[config.mk]
export PLATFORM = sky130hd
export DESIGN_NAME = modular_exponentiation
export DESIGN_NICKNAME = d
export VERILOG_FILES = /design/src/design/mexp_pkg.sv /design/src/design/modular_exponentiation.sv
export SDC_FILE = /design/constraint.sdc
export NUM_CORES = 2
export LEC_CHECK = 0
export BUFFER_PORTS_ARGS = -buffer_cell sky130_fd_sc_hd__clkbuf_2
export CAP_MARGIN = 20
export CORE_ASPECT_RATIO = 0.6
export CORE_MARGIN = 3
export CORE_UTILIZATION = 40
export DETAILED_ROUTE_END_ITERATION = 6
export SETUP_SLACK_MARGIN = 0.05
export SLEW_MARGIN = 20
export SYNTH_ARGS = -nofsm -noshare
export SYNTH_HDL_FRONTEND = slang
export SYNTH_SLANG_ARGS = --single-unit
[constraint.sdc]
create_clock -name clock -period 9.05 [get_ports clock]
set_clock_uncertainty 0.05 [all_clocks]
set_input_delay 0 -clock clock [delete_from_list [all_inputs] [get_ports clock]]
set_output_delay 0 -clock clock [all_outputs]
set_load 0.1 [all_outputs]
[src/design/mexp_pkg.sv]
// Constants for the modular exponentiation block: the prime, the Montgomery
// constants for R = 2^32 and the widths of the request and response buses.
// No dependencies.
package mexp_pkg;

   localparam int REQ_DATA_BITS = 96;
   localparam int RSP_DATA_BITS = 32;

   localparam logic [31:0] PRIME = 32'd1000000007;

   localparam logic [63:0] R_MOD_WIDE  = (64'd1 << 32) % 64'd1000000007;
   localparam logic [63:0] R2_MOD_WIDE = (R_MOD_WIDE * R_MOD_WIDE) % 64'd1000000007;

   localparam logic [29:0] R_MOD  = R_MOD_WIDE[29:0];
   localparam logic [31:0] R2_MOD = R2_MOD_WIDE[31:0];

   // Newton iteration for the inverse of an odd number modulo 2^32, negated.
   function automatic logic [31:0] neg_inverse(input logic [31:0] n);
      logic [31:0] x;
      x = n;
      for (int i = 0; i < 5; i++) begin
         x = x * (32'd2 - n * x);
      end
      return 32'd0 - x;
   endfunction

   localparam logic [31:0] NPRIME = neg_inverse(PRIME);

endpackage

[src/design/modular_exponentiation.sv]
// Modular exponentiation modulo 1000000007 by right-to-left square and multiply.
// Uses mexp_pkg for the prime and the Montgomery constants.
//
// Channel | Direction | Ports                 | Contents
// req     | in        | req_tvalid/tready/data | base, exponent
// rsp     | out       | rsp_tvalid/tready/data | power
//
// One shared 32x32 multiplier does every Montgomery product: first the operand
// product, then its low half times NPRIME, then the low half of that times PRIME,
// and last the add, shift and conditional subtraction of the prime.
// Reset is synchronous and clears the sequencer and the response valid.
// A new request is taken while a result waits; the final step stalls until the
// response register is free.
module modular_exponentiation #(
   parameter int EXP_BITS = 63
) (
   input  logic                               clock,
   input  logic                               reset,
   input  logic                               req_tvalid,
   output logic                               req_tready,
   // base [30:0], exponent [93:31], zero fill [95:94]
   input  logic [mexp_pkg::REQ_DATA_BITS-1:0] req_tdata,
   output logic                               rsp_tvalid,
   input  logic                               rsp_tready,
   // power [29:0], zero fill [31:30]
   output logic [mexp_pkg::RSP_DATA_BITS-1:0] rsp_tdata
);
   import mexp_pkg::*;

   typedef enum logic {ST_IDLE, ST_BUSY} state_type;
   typedef enum logic [1:0] {OP_BASE, OP_ACC, OP_SQ, OP_OUT} op_type;

   state_type           state_ff, state_in;
   op_type              op_ff, op_in;
   logic [1:0]          phase_ff, phase_in;
   logic [30:0]         base_ff, base_in;
   logic [EXP_BITS-1:0] exp_ff, exp_in;
   logic [29:0]         acc_ff, acc_in;
   logic [29:0]         sq_ff, sq_in;
   logic [63:0]         prod_ff, prod_in;
   logic [60:0]         t_ff, t_in;
   logic                rsp_valid_ff, rsp_valid_in;
   logic [29:0]         power_ff, power_in;

   logic [31:0] mul_a;
   logic [31:0] mul_b;
   logic [63:0] mul_full;
   logic [63:0] redc_sum;
   logic [30:0] redc_u;
   logic [29:0] redc_res;

   function automatic op_type next_op(input logic [EXP_BITS-1:0] e);
      if (e == '0) begin
         return OP_OUT;
      end else if (e[0]) begin
         return OP_ACC;
      end else begin
         return OP_SQ;
      end
   endfunction

   always_comb begin
      mul_a = prod_ff[31:0];
      mul_b = PRIME;
      case (phase_ff)
         2'd0: begin
            case (op_ff)
               OP_BASE: begin
                  mul_a = {1'b0, base_ff};
                  mul_b = R2_MOD;
               end
               OP_ACC: begin
                  mul_a = {2'b00, acc_ff};
                  mul_b = {2'b00, sq_ff};
               end
               OP_SQ: begin
                  mul_a = {2'b00, sq_ff};
                  mul_b = {2'b00, sq_ff};
               end
               OP_OUT: begin
                  mul_a = {2'b00, acc_ff};
                  mul_b = 32'd1;
               end
               default: begin
                  mul_a = {2'b00, acc_ff};
                  mul_b = 32'd1;
               end
            endcase
         end
         2'd1: begin
            mul_b = NPRIME;
         end
         default: begin
            mul_b = PRIME;
         end
      endcase
   end

   assign mul_full = mul_a * mul_b;

   assign redc_sum = {3'b000, t_ff} + prod_ff;
   assign redc_u   = redc_sum[62:32];
   assign redc_res = (redc_u >= PRIME[30:0]) ? 30'(redc_u - PRIME[30:0]) : redc_u[29:0];

   always_comb begin
      state_in     = state_ff;
      op_in        = op_ff;
      phase_in     = phase_ff;
      base_in      = base_ff;
      exp_in       = exp_ff;
      acc_in       = acc_ff;
      sq_in        = sq_ff;
      prod_in      = prod_ff;
      t_in         = t_ff;
      rsp_valid_in = rsp_valid_ff;
      power_in     = power_ff;

      if (rsp_valid_ff && rsp_tready) begin
         rsp_valid_in = 1'b0;
      end

      case (state_ff)
         ST_IDLE: begin
            if (req_tvalid) begin
               base_in  = req_tdata[30:0];
               exp_in   = req_tdata[31 +: EXP_BITS];
               acc_in   = R_MOD;
               op_in    = OP_BASE;
               phase_in = 2'd0;
               state_in = ST_BUSY;
            end
         end
         ST_BUSY: begin
            if (phase_ff != 2'd3) begin
               phase_in = phase_ff + 2'd1;
               prod_in  = mul_full;
               if (phase_ff == 2'd1) begin
                  t_in = prod_ff[60:0];
               end
            end else begin
               phase_in = 2'd0;
               case (op_ff)
                  OP_BASE: begin
                     sq_in = redc_res;
                     op_in = next_op(exp_ff);
                  end
                  OP_ACC: begin
                     acc_in = redc_res;
                     if ((exp_ff >> 1) == '0) begin
                        op_in = OP_OUT;
                     end else begin
                        op_in = OP_SQ;
                     end
                  end
                  OP_SQ: begin
                     sq_in  = redc_res;
                     exp_in = exp_ff >> 1;
                     op_in  = next_op(exp_ff >> 1);
                  end
                  OP_OUT: begin
                     if (!rsp_valid_ff || rsp_tready) begin
                        power_in     = redc_res;
                        rsp_valid_in = 1'b1;
                        state_in     = ST_IDLE;
                     end else begin
                        phase_in = phase_ff;
                     end
                  end
                  default: begin
                     op_in = OP_OUT;
                  end
               endcase
            end
         end
         default: begin
            state_in = ST_IDLE;
         end
      endcase
   end

   always_ff @(posedge clock) begin
      if (reset) begin
         state_ff     <= ST_IDLE;
         op_ff        <= OP_BASE;
         phase_ff     <= 2'd0;
         rsp_valid_ff <= 1'b0;
      end else begin
         state_ff     <= state_in;
         op_ff        <= op_in;
         phase_ff     <= phase_in;
         rsp_valid_ff <= rsp_valid_in;
      end
      base_ff  <= base_in;
      exp_ff   <= exp_in;
      acc_ff   <= acc_in;
      sq_ff    <= sq_in;
      prod_ff  <= prod_in;
      t_ff     <= t_in;
      power_ff <= power_in;
   end

   assign req_tready = (state_ff == ST_IDLE);
   assign rsp_tvalid = rsp_valid_ff;
   assign rsp_tdata  = {2'b00, power_ff};

endmodule
==> flow_summary.yaml <==
outcome:
  status: "complete, no violations"
layout:
  drive_above_1_share_pct: 20.8
  synthToLayoutAreaGrowth_pct: 22.5
  seqCellArea_um2: 9380
  layout.nets: 6873
  fin_cells: 7162
  num-fill-cells: 10913
  diodes: 0
  final_common_cell: "inv_1"
  post-route-cell-area_um2: 58200
  multi_input_area_um2: 35100
  layout_common_cells: "894 x inv_1, 816 x fa_1, 612 x nor2_1, 509 x nand2_1, 470 x buf_4"
timing:
  period_minus_slack_ns: 8.92
  finalSetupViolCount: 0
  drv_slew: 0
  min_period_over_period_pct: 98.6
  fmax_ghz: 0.112
  slew_headroom_pct: 15.2
  rsz0062_at_grt: "true"
  worst_pin_slew_ns: 1.26
  hold_viol: 0
  fin_tns_setup_ns: 0
global_route:
  globalRouteTotalUtil_pct: 29.3
  grt_pass1_wl_um: 265000
  grt_pass1_vias: 38420
  gr-total-overflow: 0
  grt_max_degree: 67
  antenna_found_initial: 5
routing:
  ant_nets: 0
  dr.pass1.iters: 7
  routed_wirelength_um: 181000
  vias: 38649
  viasPerCell: 5.40
  drc: 0
  routedWlPerCell_um: 25.2
  drt-initial-drc-count: 4262
synthesis:
  synth-adder-area-share_pct: 45.7
  synth_top_cell_by_area: "fa_1"
  synth_simple_gate_area_share_pct: 13.3
  ys_seq_area_share_pct: 19.7
  syn_area_um2: 47500
  async_reset_ff_share_pct: 0
  synth_edf_count: 308
  synthCells: 4913
  synth_top_area_share_pct: 36.4
  synth_top_family_by_area: "adder cells"
  ys_types: 84
  ys.flop_type: "edfxtp_1"
  synthMuxAreaShare_pct: 2.97
  syn_avg_cell_area_um2: 9.67
  synthXorXnorAreaFrac_pct: 1.94
  ys_warn_count: 0
  synth_compound_area_share_pct: 7.33
  ys_ff_latch: 314
  synth_area_leaders: "fa_1 36%, edfxtp_1 19%, ha_1 9.3%"
worst_setup_path:
  path_class: "reg -> reg"
  end_kind: "flop"
  startpoint_type: "flop"
  cpMostUsedCell: "fa_1"
  cpMaxStageDelayCell: "fa_2"
  max_stage_delay_ns: 0.61
  worst_ep_required_time_ns: 9.34
  path_max_fanout: 20
  cp-startpoint: "phase_ff[0]"
  crit_family: "adder cells"
  worst-path-buf-inv: 6
  reg2reg_from: "phase_ff[0]"
  crit_arrival_ns: 9.22
flow_run:
  cap_violations: 0
floorplan:
  die_w_um: 451
  io_pins: 134
  die_h_um: 273
  initial_utilization_pct: 40.5
  dieArea_um2: 123000
  rows: 97
  core_um2: 117000
clocking:
  worstSkewPairLatency_ns: 0.62
  cts_tree: "done"
  root_buffer: "clkbuf_16"
  cts_max_level: 1
  clock-sinks: 314
  cts_buffers: 29
  cts_max_path_buffers: 3
  clkTransAtPathRegs_ns: 0.08
place:
  gp_congestion: 1.03
  portBuffers: 129
  placed_cell_area_um2: 54200
  dp.cells: 6934
  hpwl_um: 153000
worst_hold_path:
  hold_path_startpoint: "req_tdata[0]"
  min_path_type: "in -> reg"
cells in the mapped netlist, drive strengths merged (72+ instances only):
cell    count
a21o       86
a21oi     169
clkbuf    208
edfxtp    308
fa        864
ha        354
inv       909
mux2       96
nand2     513
nor2      649
o21ai     103
xnor2      72
routing by layer:
metal	global-route usage [%]	wire length (um)	vias up
met2	38.2	68400	2086
met1	46.3	83500	19609
met3	11.0	25600	196
met5	0	136	-
met4	3.73	2960	6
li1	-	-	16752
registers in the layout (all words and copies together), names as in the netlist, 2 cells and up:
name	flops
base_ff	31
sq_ff	30
exp_ff	63
acc_ff	30
t_ff	61
phase_ff	2
power_ff	30
op_ff	2
prod_ff	63
stage by stage:
| step | util (%) | hold slack [ns] | setup WS [ns] |
|---|---|---|---|
| 3_3_place_gp | 46.3 | 0.130 | -0.532 |
| 3_5_place_dp | 46.3 | 0.129 | -0.566 |
| 5_1_grt | 49.7 | 0.0413 | -0.129 |
| 4_1_cts | 48.8 | 0.0258 | 0.0547 |
| 6_report | 49.7 | 0.0568 | 0.128 |
| 2_1_floorplan | - | 0.0191 | 0.0287 |
worst paths after layout:
kind,end,slack [ns],cells after the start
setup / recovery,prod_ff[60],0.13,34
setup reg to reg,prod_ff[60],0.13,34
hold reg to reg,t_ff[33],0.42,0
hold / removal,base_ff[0],0.06,2
cell families after synthesis:
family	after synthesis
buf+inv	1136
other cells	2
fa+ha+maj	1218
xor+xnor	105
mux	129
flops	314
simple gates	1475
compound gates	534
layout make-up:
class | instances | area share [%]
clock inverter | 23 | 0.410
timing repair buffer | 829 | 12.7
tap | 1584 | 3.40
clock buffer | 31 | 1.26
inverter | 909 | 5.86
sequential | 314 | 16.1
multi-input combinational | 3472 | 60.3
what timing repair did:
item / 4_1_cts / 5_1_grt
hold buffers: 98 / 0
buffers inserted: 48 / 27
hold endpoints to repair: 100 / 0
pin swaps: 43 / 125
gates resized for setup: 149 / 210
endpoints found under the setup margin: 21 / 23
cloned: 3 / 2
Power is not shown: default switching activity piles up to over one toggle a cycle in this logic, so the estimate is an artifact.
